File: src/hw/rtl/ppct_pkg.sv
// ----------------------------------------------------------------------------
// ppct_pkg
// Shared types and constants of the pointer packet cursor tracker.
// ----------------------------------------------------------------------------
package ppct_pkg;

	// register indexes, byte address is 4*index
	localparam logic [1:0] REG_GAIN    = 2'd0;
	localparam logic [1:0] REG_X_LIMIT = 2'd1;
	localparam logic [1:0] REG_Y_LIMIT = 2'd2;
	localparam logic [1:0] REG_FORCE   = 2'd3;

	localparam logic [3:0]  GAIN_RST    = 4'd3;
	localparam logic [12:0] X_LIMIT_RST = 13'd1024;
	localparam logic [12:0] Y_LIMIT_RST = 13'd768;

	localparam int POS_X_RST = 640;
	localparam int POS_Y_RST = 360;

	// header byte bits
	localparam int HDR_LEFT  = 0;
	localparam int HDR_RIGHT = 1;
	localparam int HDR_SYNC  = 3;
	localparam int HDR_X_NEG = 4;
	localparam int HDR_Y_NEG = 5;
	localparam int HDR_X_OVF = 6;
	localparam int HDR_Y_OVF = 7;

	localparam int LIMIT_CAP  = 4096;
	localparam int FIFO_DEPTH = 2;

	typedef enum logic [2:0] {
		POS_HDR = 3'b001,
		POS_X   = 3'b010,
		POS_Y   = 3'b100
	} ppct_pos_t;

	// one complete, accepted packet
	typedef struct packed {
		logic       left;
		logic       right;
		logic       x_neg;
		logic       y_neg;
		logic [7:0] x_mag;
		logic [7:0] y_mag;
	} ppct_pkt_t;

endpackage

File: src/hw/rtl/ppct_ifs.sv
// ----------------------------------------------------------------------------
// ppct channel interfaces
// Valid/ready channels for received bytes and cursor results.
// ----------------------------------------------------------------------------
interface ppct_byte_if;
	logic       valid;
	logic       ready;
	logic [7:0] rx_byte;

	modport source (output valid, output rx_byte, input ready);
	modport sink (input valid, input rx_byte, output ready);
endinterface

interface ppct_cursor_if #(
	parameter int COORD_WIDTH = 12
);
	logic                   valid;
	logic                   ready;
	logic [COORD_WIDTH-1:0] cursor_x;
	logic [COORD_WIDTH-1:0] cursor_y;
	logic                   left_pressed;
	logic                   right_pressed;

	modport source (output valid, output cursor_x, output cursor_y,
		output left_pressed, output right_pressed, input ready);
	modport sink (input valid, input cursor_x, input cursor_y,
		input left_pressed, input right_pressed, output ready);
endinterface

File: src/hw/rtl/ppct_front.sv
// ----------------------------------------------------------------------------
// ppct_front
// Packet framing: collects three bytes, resyncs on the header sync bit and
// drops packets with an overflow flag.
// ----------------------------------------------------------------------------
module ppct_front
	import ppct_pkg::*;
(
	input  logic               clk,
	input  logic               arst_n,
	ppct_byte_if.sink          rx,
	output logic               push,
	output ppct_pkt_t          push_pkt,
	input  logic               push_ready
);

	ppct_pos_t  pos_q;
	logic [7:0] hdr_q;
	logic [7:0] xb_q;
	logic       take;

	assign rx.ready = push_ready;
	assign take     = rx.valid && push_ready;

	always_ff @(posedge clk or negedge arst_n) begin
		if (!arst_n) begin
			pos_q <= POS_HDR;
			hdr_q <= '0;
			xb_q  <= '0;
		end else if (take) begin
			case (pos_q)
				POS_HDR: begin
					if (rx.rx_byte[HDR_SYNC]) begin
						hdr_q <= rx.rx_byte;
						pos_q <= POS_X;
					end
				end
				POS_X: begin
					xb_q  <= rx.rx_byte;
					pos_q <= POS_Y;
				end
				default: begin
					pos_q <= POS_HDR;
				end
			endcase
		end
	end

	// third byte of a packet with no overflow
	assign push = take && (pos_q != POS_HDR) && (pos_q != POS_X)
		&& !hdr_q[HDR_X_OVF] && !hdr_q[HDR_Y_OVF];

	assign push_pkt.left  = hdr_q[HDR_LEFT];
	assign push_pkt.right = hdr_q[HDR_RIGHT];
	assign push_pkt.x_neg = hdr_q[HDR_X_NEG];
	assign push_pkt.y_neg = hdr_q[HDR_Y_NEG];
	assign push_pkt.x_mag = xb_q;
	assign push_pkt.y_mag = rx.rx_byte;

endmodule

File: src/hw/rtl/ppct_fifo.sv
// ----------------------------------------------------------------------------
// ppct_fifo
// Short packet queue between framing and cursor update.
// ----------------------------------------------------------------------------
module ppct_fifo
	import ppct_pkg::*;
(
	input  logic      clk,
	input  logic      arst_n,
	input  logic      push,
	input  ppct_pkt_t push_pkt,
	output logic      push_ready,
	output logic      pop_valid,
	output ppct_pkt_t pop_pkt,
	input  logic      pop_ready
);

	localparam int PW = $clog2(FIFO_DEPTH);
	localparam int CW = $clog2(FIFO_DEPTH + 1);

	ppct_pkt_t       mem_q [FIFO_DEPTH];
	logic [PW-1:0]   wr_ptr_q;
	logic [PW-1:0]   rd_ptr_q;
	logic [CW-1:0]   count_q;
	logic            pop;
	logic            full;

	assign full       = (count_q == CW'(FIFO_DEPTH));
	assign push_ready = !full;
	assign pop_valid  = (count_q != '0);
	assign pop        = pop_valid && pop_ready;
	assign pop_pkt    = mem_q[rd_ptr_q];

	always_ff @(posedge clk) begin
		if (push) begin
			mem_q[wr_ptr_q] <= push_pkt;
		end
	end

	always_ff @(posedge clk or negedge arst_n) begin
		if (!arst_n) begin
			wr_ptr_q <= '0;
			rd_ptr_q <= '0;
			count_q  <= '0;
		end else begin
			if (push) begin
				wr_ptr_q <= (wr_ptr_q == PW'(FIFO_DEPTH - 1)) ? '0 : wr_ptr_q + 1'b1;
			end
			if (pop) begin
				rd_ptr_q <= (rd_ptr_q == PW'(FIFO_DEPTH - 1)) ? '0 : rd_ptr_q + 1'b1;
			end
			if (push && !pop) begin
				count_q <= count_q + 1'b1;
			end else if (pop && !push) begin
				count_q <= count_q - 1'b1;
			end
		end
	end

`ifndef SYNTHESIS
	a_no_push_full: assert property (@(posedge clk) disable iff (!arst_n)
		!(push && full))
		else $error("ppct_fifo: push while full");
	a_count_bound: assert property (@(posedge clk) disable iff (!arst_n)
		count_q <= CW'(FIFO_DEPTH))
		else $error("ppct_fifo: count beyond depth");
	a_full_ptrs: assert property (@(posedge clk) disable iff (!arst_n)
		full |-> (wr_ptr_q == rd_ptr_q))
		else $error("ppct_fifo: pointers apart while full");
`endif

endmodule

File: src/hw/rtl/ppct_back.sv
// ----------------------------------------------------------------------------
// ppct_back
// Cursor update: scales the motions by the gain, then moves and clamps the
// cursor and holds the result until it is taken.
// ----------------------------------------------------------------------------
module ppct_back
	import ppct_pkg::*;
#(
	parameter int COORD_WIDTH = 12
) (
	input  logic          clk,
	input  logic          arst_n,
	input  logic          pkt_valid,
	input  ppct_pkt_t     pkt,
	output logic          pkt_ready,
	input  logic [3:0]    gain,
	input  logic [12:0]   x_limit,
	input  logic [12:0]   y_limit,
	input  logic          force_left,
	ppct_cursor_if.source cursor
);

	localparam int CAP = (COORD_WIDTH > 12) ? LIMIT_CAP : (1 << COORD_WIDTH);
	localparam int SW  = COORD_WIDTH + 5;

	function automatic logic [12:0] limit_top(input logic [12:0] lim);
		logic [12:0] t;
		if (lim == '0) begin
			t = '0;
		end else if (lim > 13'(CAP)) begin
			t = 13'(CAP - 1);
		end else begin
			t = lim - 13'd1;
		end
		return t;
	endfunction

	logic signed [8:0]  mx;
	logic signed [8:0]  my;
	logic signed [5:0]  g;
	logic signed [14:0] prod_x;
	logic signed [14:0] prod_y;

	logic               valid_s1;
	logic signed [12:0] dx_s1;
	logic signed [12:0] dy_s1;
	logic               left_s1;
	logic               right_s1;

	logic                   out_valid_q;
	logic [COORD_WIDTH-1:0] pos_x_q;
	logic [COORD_WIDTH-1:0] pos_y_q;
	logic                   left_q;
	logic                   right_q;

	logic                 adv;
	logic signed [SW-1:0] pos_x_ext;
	logic signed [SW-1:0] pos_y_ext;
	logic signed [SW-1:0] sum_x;
	logic signed [SW-1:0] sum_y;
	logic signed [SW-1:0] top_x_ext;
	logic signed [SW-1:0] top_y_ext;
	logic [COORD_WIDTH-1:0] nx;
	logic [COORD_WIDTH-1:0] ny;

	// stage 1: signed 9-bit motions times gain
	assign mx     = {pkt.x_neg, pkt.x_mag};
	assign my     = {pkt.y_neg, pkt.y_mag};
	assign g      = {2'b00, gain};
	assign prod_x = mx * g;
	assign prod_y = my * g;

	assign adv       = valid_s1 && (!out_valid_q || cursor.ready);
	assign pkt_ready = !valid_s1 || adv;

	always_ff @(posedge clk or negedge arst_n) begin
		if (!arst_n) begin
			valid_s1 <= 1'b0;
		end else if (pkt_ready) begin
			valid_s1 <= pkt_valid;
		end
	end

	always_ff @(posedge clk) begin
		if (pkt_valid && pkt_ready) begin
			dx_s1    <= prod_x[12:0];
			dy_s1    <= prod_y[12:0];
			left_s1  <= pkt.left | force_left;
			right_s1 <= pkt.right;
		end
	end

	// stage 2: move and clamp
	assign pos_x_ext = SW'({1'b0, pos_x_q});
	assign pos_y_ext = SW'({1'b0, pos_y_q});
	assign top_x_ext = SW'({1'b0, limit_top(x_limit)});
	assign top_y_ext = SW'({1'b0, limit_top(y_limit)});
	assign sum_x     = pos_x_ext + SW'(dx_s1);
	assign sum_y     = pos_y_ext - SW'(dy_s1);

	always_comb begin
		if (sum_x < 0) begin
			nx = '0;
		end else if (sum_x > top_x_ext) begin
			nx = top_x_ext[COORD_WIDTH-1:0];
		end else begin
			nx = sum_x[COORD_WIDTH-1:0];
		end
		if (sum_y < 0) begin
			ny = '0;
		end else if (sum_y > top_y_ext) begin
			ny = top_y_ext[COORD_WIDTH-1:0];
		end else begin
			ny = sum_y[COORD_WIDTH-1:0];
		end
	end

	// the cursor registers are also the output payload
	always_ff @(posedge clk or negedge arst_n) begin
		if (!arst_n) begin
			out_valid_q <= 1'b0;
			pos_x_q     <= COORD_WIDTH'(POS_X_RST);
			pos_y_q     <= COORD_WIDTH'(POS_Y_RST);
			left_q      <= 1'b0;
			right_q     <= 1'b0;
		end else begin
			if (adv) begin
				out_valid_q <= 1'b1;
				pos_x_q     <= nx;
				pos_y_q     <= ny;
				left_q      <= left_s1;
				right_q     <= right_s1;
			end else if (cursor.ready) begin
				out_valid_q <= 1'b0;
			end
		end
	end

	assign cursor.valid         = out_valid_q;
	assign cursor.cursor_x      = pos_x_q;
	assign cursor.cursor_y      = pos_y_q;
	assign cursor.left_pressed  = left_q;
	assign cursor.right_pressed = right_q;

`ifndef SYNTHESIS
	a_x_in_range: assert property (@(posedge clk) disable iff (!arst_n)
		out_valid_q |-> (pos_x_ext <= top_x_ext))
		else $error("ppct_back: cursor x beyond limit");
	a_y_in_range: assert property (@(posedge clk) disable iff (!arst_n)
		out_valid_q |-> (pos_y_ext <= top_y_ext))
		else $error("ppct_back: cursor y beyond limit");
	a_adv_shows: assert property (@(posedge clk) disable iff (!arst_n)
		adv |=> out_valid_q)
		else $error("ppct_back: advanced item not shown");
`endif

endmodule

File: src/hw/rtl/pointer_packet_cursor_tracker_unit.sv
// ----------------------------------------------------------------------------
// pointer_packet_cursor_tracker_unit
// Decodes three-byte pointing-device packets into a clamped cursor position.
// ----------------------------------------------------------------------------
// rx takes one received byte per item with a valid/ready handshake; cursor
// gives one item (x, y, left, right) for every packet that is framed and has
// no overflow flag. Header bytes without the sync bit are dropped.
// rx accepts one byte per cycle while the packet queue is not full. The result
// of a packet passes from the queue through the stage 1 registers into the
// cursor registers; the cursor update is a combinational add and clamp, so
// packets sustain one per cycle through the back end while cursor is ready.
// A two-entry packet queue sits between framing and the update stages; when
// the cursor receiver stalls, the update stages hold, the queue fills and
// rx.ready drops only once the queue is full.
// Registers over APB at 4*index: gain, x limit, y limit, left override.
// Reset clears framing and the queue, sets the cursor to 640,360 and loads
// the register defaults (gain 3, limits 1024 and 768, override off).
// ----------------------------------------------------------------------------
module pointer_packet_cursor_tracker_unit
	import ppct_pkg::*;
#(
	parameter int COORD_WIDTH = 12
) (
	input  logic          clk,
	input  logic          arst_n,
	input  logic          psel,
	input  logic          penable,
	input  logic          pwrite,
	input  logic [3:0]    paddr,
	input  logic [31:0]   pwdata,
	output logic [31:0]   prdata,
	output logic          pready,
	ppct_byte_if.sink     rx,
	ppct_cursor_if.source cursor
);

	logic [3:0]  gain_q;
	logic [12:0] x_limit_q;
	logic [12:0] y_limit_q;
	logic        force_q;
	logic        wr_en;

	logic      push;
	ppct_pkt_t push_pkt;
	logic      push_ready;
	logic      pop_valid;
	ppct_pkt_t pop_pkt;
	logic      pop_ready;

	assign pready = 1'b1;
	assign wr_en  = psel && penable && pwrite;

	always_ff @(posedge clk or negedge arst_n) begin
		if (!arst_n) begin
			gain_q    <= GAIN_RST;
			x_limit_q <= X_LIMIT_RST;
			y_limit_q <= Y_LIMIT_RST;
			force_q   <= 1'b0;
		end else if (wr_en) begin
			case (paddr[3:2])
				REG_GAIN:    gain_q    <= pwdata[3:0];
				REG_X_LIMIT: x_limit_q <= pwdata[12:0];
				REG_Y_LIMIT: y_limit_q <= pwdata[12:0];
				REG_FORCE:   force_q   <= pwdata[0];
				default: ;
			endcase
		end
	end

	always_comb begin
		case (paddr[3:2])
			REG_GAIN:    prdata = {28'd0, gain_q};
			REG_X_LIMIT: prdata = {19'd0, x_limit_q};
			REG_Y_LIMIT: prdata = {19'd0, y_limit_q};
			REG_FORCE:   prdata = {31'd0, force_q};
			default:     prdata = '0;
		endcase
	end

	ppct_front u_front (
		.clk        (clk),
		.arst_n     (arst_n),
		.rx         (rx),
		.push       (push),
		.push_pkt   (push_pkt),
		.push_ready (push_ready)
	);

	ppct_fifo u_fifo (
		.clk        (clk),
		.arst_n     (arst_n),
		.push       (push),
		.push_pkt   (push_pkt),
		.push_ready (push_ready),
		.pop_valid  (pop_valid),
		.pop_pkt    (pop_pkt),
		.pop_ready  (pop_ready)
	);

	ppct_back #(
		.COORD_WIDTH (COORD_WIDTH)
	) u_back (
		.clk        (clk),
		.arst_n     (arst_n),
		.pkt_valid  (pop_valid),
		.pkt        (pop_pkt),
		.pkt_ready  (pop_ready),
		.gain       (gain_q),
		.x_limit    (x_limit_q),
		.y_limit    (y_limit_q),
		.force_left (force_q),
		.cursor     (cursor)
	);

endmodule
File: src/flat_wrapper.sv
// flat-port wrapper written by rule: the top's interface ports become plain ports
module pointer_packet_cursor_tracker_unit_flat import ppct_pkg::*;
#(
	parameter int COORD_WIDTH = 12
)
  (clk, arst_n, psel, penable, pwrite, paddr, pwdata, prdata, pready, rx_valid, rx_rx_byte, rx_ready, cursor_valid, cursor_cursor_x, cursor_cursor_y, cursor_left_pressed, cursor_right_pressed, cursor_ready);
  ppct_byte_if rx_i ();
  ppct_cursor_if #(.COORD_WIDTH(COORD_WIDTH)) cursor_i ();
  input  logic clk;
  input  logic arst_n;
  input  logic psel;
  input  logic penable;
  input  logic pwrite;
  input  logic [3:0] paddr;
  input  logic [31:0] pwdata;
  output logic [31:0] prdata;
  output logic pready;
  input wire logic [$bits(rx_i.valid)-1:0] rx_valid;
  input wire logic [$bits(rx_i.rx_byte)-1:0] rx_rx_byte;
  output wire logic [$bits(rx_i.ready)-1:0] rx_ready;
  output wire logic [$bits(cursor_i.valid)-1:0] cursor_valid;
  output wire logic [$bits(cursor_i.cursor_x)-1:0] cursor_cursor_x;
  output wire logic [$bits(cursor_i.cursor_y)-1:0] cursor_cursor_y;
  output wire logic [$bits(cursor_i.left_pressed)-1:0] cursor_left_pressed;
  output wire logic [$bits(cursor_i.right_pressed)-1:0] cursor_right_pressed;
  input wire logic [$bits(cursor_i.ready)-1:0] cursor_ready;
  assign rx_i.valid = rx_valid;
  assign rx_i.rx_byte = rx_rx_byte;
  assign rx_ready = rx_i.ready;
  assign cursor_valid = cursor_i.valid;
  assign cursor_cursor_x = cursor_i.cursor_x;
  assign cursor_cursor_y = cursor_i.cursor_y;
  assign cursor_left_pressed = cursor_i.left_pressed;
  assign cursor_right_pressed = cursor_i.right_pressed;
  assign cursor_i.ready = cursor_ready;
  pointer_packet_cursor_tracker_unit #(.COORD_WIDTH(COORD_WIDTH)) u_core (.clk(clk), .arst_n(arst_n), .psel(psel), .penable(penable), .pwrite(pwrite), .paddr(paddr), .pwdata(pwdata), .prdata(prdata), .pready(pready), .rx(rx_i), .cursor(cursor_i));
endmodule
File: config.mk
export PLATFORM = sky130hd
export DESIGN_NAME = pointer_packet_cursor_tracker_unit_flat
export DESIGN_NICKNAME = d
export VERILOG_FILES = /design/src/hw/rtl/ppct_pkg.sv /design/src/hw/rtl/ppct_ifs.sv /design/src/hw/rtl/ppct_front.sv /design/src/hw/rtl/ppct_fifo.sv /design/src/hw/rtl/ppct_back.sv /design/src/hw/rtl/pointer_packet_cursor_tracker_unit.sv /design/src/flat_wrapper.sv
export SDC_FILE = /design/constraint.sdc
export NUM_CORES = 1
export LEC_CHECK = 0
export ABC_AREA = 1
export BUFFER_PORTS_ARGS = -buffer_cell sky130_fd_sc_hd__buf_2
export CAP_MARGIN = 20
export CORE_ASPECT_RATIO = 0.7
export CORE_MARGIN = 3
export CORE_UTILIZATION = 30
export CTS_BUF_LIST = sky130_fd_sc_hd__clkbuf_2 sky130_fd_sc_hd__clkbuf_4 sky130_fd_sc_hd__clkbuf_8
export DETAILED_ROUTE_END_ITERATION = 16
export GPL_TIMING_DRIVEN = 1
export HOLD_SLACK_MARGIN = 0.1
export PLACE_DENSITY = 0.49
export SLEW_MARGIN = 20
export SYNTH_ARGS = -nofsm -noshare
export SYNTH_HDL_FRONTEND = slang
export SYNTH_HIERARCHICAL = 1
export SYNTH_SLANG_ARGS = --single-unit
export TNS_END_PERCENT = 5
File: constraint.sdc
create_clock -name clk -period 5.1 [get_ports clk]
set_clock_uncertainty 0.05 [all_clocks]
set_input_delay 0.51 -clock clk [delete_from_list [all_inputs] [get_ports clk]]
set_output_delay 0.51 -clock clk [all_outputs]
set_load 0.02 [all_outputs]
# After elaboration in Yosys (flattened, before gate mapping)
# Memories as Yosys holds them, arrays and structs flattened.
# Cells that the tools add are included.
[totals]
regBits = 110
ram_bits = 40
in_bits = 51
out_inout_bits = 61
elab_cells = 99
mem_count = 1
[op_classes]
add_sub_neg = 8
mul = 2
order_cmp = 6
n_eq_ne = 9
n_mux = 19
n_bitwise = 1
reduce_logical = 33
[mem_list]
columns = ["name", "words", "word_bits", "read_ports", "rd_ports_with_merged_regs", "write_ports", "line", "text"]
rows = [
  ["u_core.u_fifo.mem_q", 2, 20, 1, 0, 1, "ppct_fifo.sv:21", "ppct_pkt_t mem_q [FIFO_DEPTH];"],
]
[ops]
columns = ["operator", "n"]
rows = [
  ["32-bit one-hot mux with 4 select lines", 1],
  ["13-bit two-way mux", 4],
  ["12-bit two-way mux", 4],
  ["14-bit > comparator", 2],
  ["14-bit by 1-bit < comparator with 1-bit output, second input constant", 2],
  ["13-bit > comparator, second input constant", 2],
  ["13-bit zero test", 2],
  ["9-bit by 5-bit multiplier with 13-bit output", 2],
  ["13-bit by 1-bit subtractor with 13-bit output, second input constant", 2],
  ["13-bit by 13-bit adder with 14-bit output", 1],
  ["13-bit by 13-bit subtractor with 14-bit output", 1],
  ["2-bit AND reduction", 6],
  ["1-bit logical AND", 11],
  ["1-bit zero test", 7],
  ["2-bit == test, second input constant", 3],
  ["1-bit two-way mux", 6],
  ["3-bit one-hot mux with 2 select lines", 1],
  ["2-bit nonzero test", 3],
  ["2-bit two-way mux", 2],
  ["3-bit by 1-bit == test with 1-bit output, second input constant", 1],
  ["3-bit by 2-bit == test with 1-bit output, second input constant", 1],
  ["3-bit two-way mux", 1],
  ["3-bit by 1-bit inequality test with 1-bit output, second input constant", 1],
  ["3-bit by 2-bit inequality test with 1-bit output, second input constant", 1],
  ["other kinds (9)", 11],
]

# Depth between registers and ports, before layout
[depth]
depth_word = 11
depth_mapped = 27
mapped_depth_nobuf = 25

# Hierarchy
# The synthesis kept the hierarchy.
[modules_own_cells]
columns = ["mod", "n_inst", "cells_each", "area_per_inst_um2", "seq_area_each_um2"]
rows = [
  ["ppct_back", 1, 1095, 7676.1, 1549.0],
  ["ppct_fifo", 1, 132, 1680.4, 1301.2],
  ["pointer_packet_cursor_tracker_unit", 1, 216, 1626.6, 782.0],
  ["ppct_front", 1, 95, 838.3, 426.7],
]

# Least setup slack after synthesis
# No wires, ideal clock.
[synth_path]
path_kind = "reg2reg"
startpoint = "reg u_core.gain_q[3]"
endpoint = "reg u_core.u_back.dx_s1[9] (data pin)"
setup_time_ns = 0.259
t_arrival_ns = 3.430
t_required_ns = 4.791
path_slack_ns = 1.361
stages_incl_launch_ff = 20
n_path_buf = 2
synth_period_minus_slack_ns = 3.739
cell_sequence = "dfrtp_1 clkbuf_1 clkbuf_1 nand2_1 inv_1 ha_1 inv_1 fa_1 fa_1 inv_1 ha_1 a21oi_1 nand2_1 nand2_1 nand2_1 nand2_1 a21boi_1 o21ai_0 nand2_1 xor2_1"
[synth_via]
elab_chain_len = 1
[synth_lines]
columns = ["element", "line", "text"]
rows = [
  ["start, declared", "pointer_packet_cursor_tracker_unit.sv:37", "logic [3:0] gain_q;"],
  ["start signal, assigned", "pointer_packet_cursor_tracker_unit.sv:61", "REG_GAIN: gain_q <= pwdata[3:0];"],
  ["9-bit by 5-bit multiplier with 13-bit output", "ppct_back.sv:70", "assign prod_x = mx * g;"],
  ["named net u_core.u_back.prod_x[9]", "ppct_back.sv:41", "logic signed [14:0] prod_x;"],
  ["end signal, assigned", "ppct_back.sv:86", "dx_s1 <= prod_x[12:0];"],
  ["end, declared", "ppct_back.sv:45", "logic signed [12:0] dx_s1;"],
]
# The timed path passes the listed nets, and every way through them passes these cells.
# A chain may end at the register's enable or synchronous reset.

==> reports/results.ini <==
[status]
status=finished clean

[setup_path]
cp_max_fo=21
slowest_stage=fa_1
cp.required_ns=5.29
cpLargestDelayFamily=adder cells
cp.depth=20
cpMostUsedCell=nand2_1
regToRegEndpoint=u_core/u_back/dx_s1[9]
cp_data_arrival_time_ns=4.28
critPathLaunchType=flop
path_class=flop to flop
path_buf_inv=4
startpoint=u_core/u_fifo/rd_ptr_q
worstRegToRegCells=20
end_kind=flop
crit_end=u_core/u_back/dx_s1[9]
slowest_delay_ns=0.55
path_cells=inv_2, nand2_1, nand2_1, nand2_1, inv_1, ha_1, inv_1, fa_1, fa_1, inv_1, ha_1, a21oi_1, nand2_1, nand2_1, nand2_1, nand2_1, a21boi_1, o21ai_0, nand2_1, xor2_1
r2r_slack_ns=1.01
r2r-start=u_core/u_fifo/rd_ptr_q

[global_routing]
grt_pass1_vias=9109
antenna_found_initial=0
grt_use_total_pct=14.53
grt-ovfl-total=0
grt_pass1_wl_um=48380
grt_max_degree=46

[power_and_ir_drop]
swShare_pct=52.27
ir_drop_mv=0.2364
netSwitchingPower_mw=4.577
internal-power_mw=4.179
clkPwrFrac_pct=10.0
p_total_mw=8.757
pwr-share-comb_pct=65.1
p_seq_share_pct=24.8
leakagePower_nw=7.112
power_density_nw_per_um2=681.1

[cts]
insertion_delay_ns=0.49
cts_max_level=4
cts_root_buf=clkbuf_8
cts_setup_buffers=0
cts.clk_slew.worst_paths_ns=0.10
clk_path_buf_depth=2
cts.sinks=148
cts_buffers=17
cts_tree=yes

[job]
drv_cap=0

[routing]
post_drt_wl_per_cell_um=13.78
ant_nets=0
drt_first_pass_iters=6
vias_per_cell=4.449
drc_errors=0
route.vias.total=9467
dr.first_iter.drc_count=697
wl_um=29320

[die]
die_h_um=172.1
fp.dieArea_um2=41860
pin_count=112
die_x_um=243.3
core_um2=38660
start_util_pct=30.58
rows=60

[synthesis]
ys_warn_count=6
synth.avg_cell_area_um2=7.686
synth_most_common_cell=nand2_1
synth_common_cells=nand2_1 (556), inv_1 (238), nand3_1 (115)
async_flop_share_pct=54.05
ys.flop_type=edfxtp_1
yosysTopAreaCellShare_pct=17.65
syn_inst=1538
ys_top_cells_by_area=nand2_1 (18%), edfxtp_1 (17%), dfrtp_1 (14%), ha_1 (11%), inv_1 (7.6%)
synth_top_area_cell=nand2_1
synth_area_um2=11820
yosysSeqAreaShare_pct=34.34
synth_cell_type_count=46
ys_ff_latch=148
synth_edf_count=68

[finish]
drive_above_1_share_pct=11.74
fin_util_pct=33.26
fin_area_um2=12860
antenna_cells=0
nets=1778
area_delta_synth_final_pct=8.763
fillerInstances=4149

[placed_design]
gp_congestion=0.8705
hpwlAfterDp_um=22820
pre_cts_ws_ns=1.065
dpl_cell_area_um2=12480
io_buffers=70

[timing]
fin_tns_setup_ns=0
finalHoldViolCount=0
max_freq_mhz=244.7
max_slew_margin_pct=40.99
grt_setup_unrepaired=no
period_share_pct=80.13
slew_viol_final=0
finalCriticalPeriod_ns=4.086
finalWorstSetupSlack_ns=1.014
finalSetupViolations=0
tightest_slew_ns=0.8842

[worst_hold_path]
hold_class=input pin to flop

[final cells by class]
type	count	area (µm²)	share of cell area [%]
Tap cell	527	659.4	5.128
Multi-Input combinational cell	1086	6394	49.73
Clock buffer	18	241.5	1.878
Sequential cell	148	4059	31.57
Clock inverter	14	126.4	0.9829
Inverter	258	969.7	7.542
Timing Repair Buffer	77	407.9	3.172
[cells in the final DEF, fill, tap and decap left out, types with 3 or more instances in the layout]
cell,instances
nor2_4,4
a31oi_1,4
o21ai_0,19
buf_2,69
nand2_2,15
or2_2,4
o22ai_1,3
nor2_2,9
a21o_1,5
o21a_1,4
a21boi_1,3
nand3_1,115
xor2_1,34
inv_8,3
inv_1,238
ha_1,101
nand3_2,4
nand4_1,5
dfstp_2,12
o21bai_1,3
nand2_1,556
inv_2,19
o21ai_2,8
buf_4,7
edfxtp_1,68
clkinv_4,5
nor2_1,57
a21oi_1,36
xnor2_1,14
o21ai_1,8
fa_1,38
clkbuf_8,17
conb_1,20
o2111ai_1,3
dfrtp_1,68
[how the worst min path moves through the flow]
stage | depth (start not counted) | end | from | slack [ns]
CTS | 3 | u_core/y_limit_q[8] | pwdata[8] | 0.14
global route | 1 | u_core/u_fifo/mem_q[0][6] | rx_rx_byte[6] | 0.15
floorplan | 0 | u_core/force_q | arst_n | 0.16
global placement | 2 | u_core/u_back/cursor.left_pressed | u_core/u_back/left_s1 | 0.38
finish | 3 | u_core/x_limit_q[10] | pwdata[10] | 0.18
detailed placement | 2 | u_core/u_back/cursor.left_pressed | u_core/u_back/left_s1 | 0.38
[through the flow]
step / std cells / hold slack, ns
final: 2128 / 0.1838
after global routing: 2128 / 0.1501
after CTS: 2128 / 0.1426
after detailed placement: 2095 / 0.3785
after global placement: 2095 / 0.3799
after floorplan: 1556 / 0.1644
[flip-flops by register name (all words and copies together), names as in the netlist, 2 cells and up]
name,cells
u_core/u_fifo/mem_q,40
u_core/u_back/dx_s1,13
u_core/u_back/dy_s1,13
u_core/x_limit_q,13
u_core/y_limit_q,13
u_core/u_back/cursor.cursor_x,12
u_core/u_back/cursor.cursor_y,12
u_core/u_front/xb_q,8
u_core/u_front/hdr_q,6
u_core/gain_q,4
u_core/u_front/pos_q,3
u_core/u_fifo/count_q,2
[power groups by stage]
stage / Combinational, mW / Sequential [mW] / Clock, mW
2_1_floorplan: 4.41 / 2.17 / 0
3_3_place_gp: 5.60 / 2.20 / 0
3_5_place_dp: 5.68 / 2.21 / 0
4_1_cts: 5.74 / 2.18 / 0.912
5_1_grt: 6.63 / 2.24 / 0.968
6_report: 5.70 / 2.17 / 0.879
[worst min-delay path, cell delays in order]
cell and delay (ns):
buf_2 0.11, nand2_1 0.06, nand2_1 0.05
[cells by family (layout without fill, tap and decap cells)]
| logic type | Yosys count | in the layout | synth area share (%) |
|---|---|---|---|
| simple gates | 778 | 778 | 27.62 |
| buf+inv | 322 | 367 | 12.15 |
| flops | 148 | 148 | 34.34 |
| fa+ha+maj | 139 | 139 | 17.13 |
| compound gates | 101 | 101 | 5.144 |
| xor+xnor | 48 | 48 | 3.556 |
| other cells | 2 | 20 | 0.06353 |
[metal layers]
metal  vias to the layer above  wire, µm  track usage, %
li1                       4839         -               -
met1                      4430     15760           22.05
met3                        19      1207           2.852
met5                         -         0               0
met4                         0       271           2.933
met2                       179     12080           21.33
[repair_timing]
action / 4_1_cts / 5_1_grt
gates resized for setup: 0 / 0
hold buffers: 1 / 0
hold endpoints to repair: 26 / 0
(Power assumes the default switching activity.)
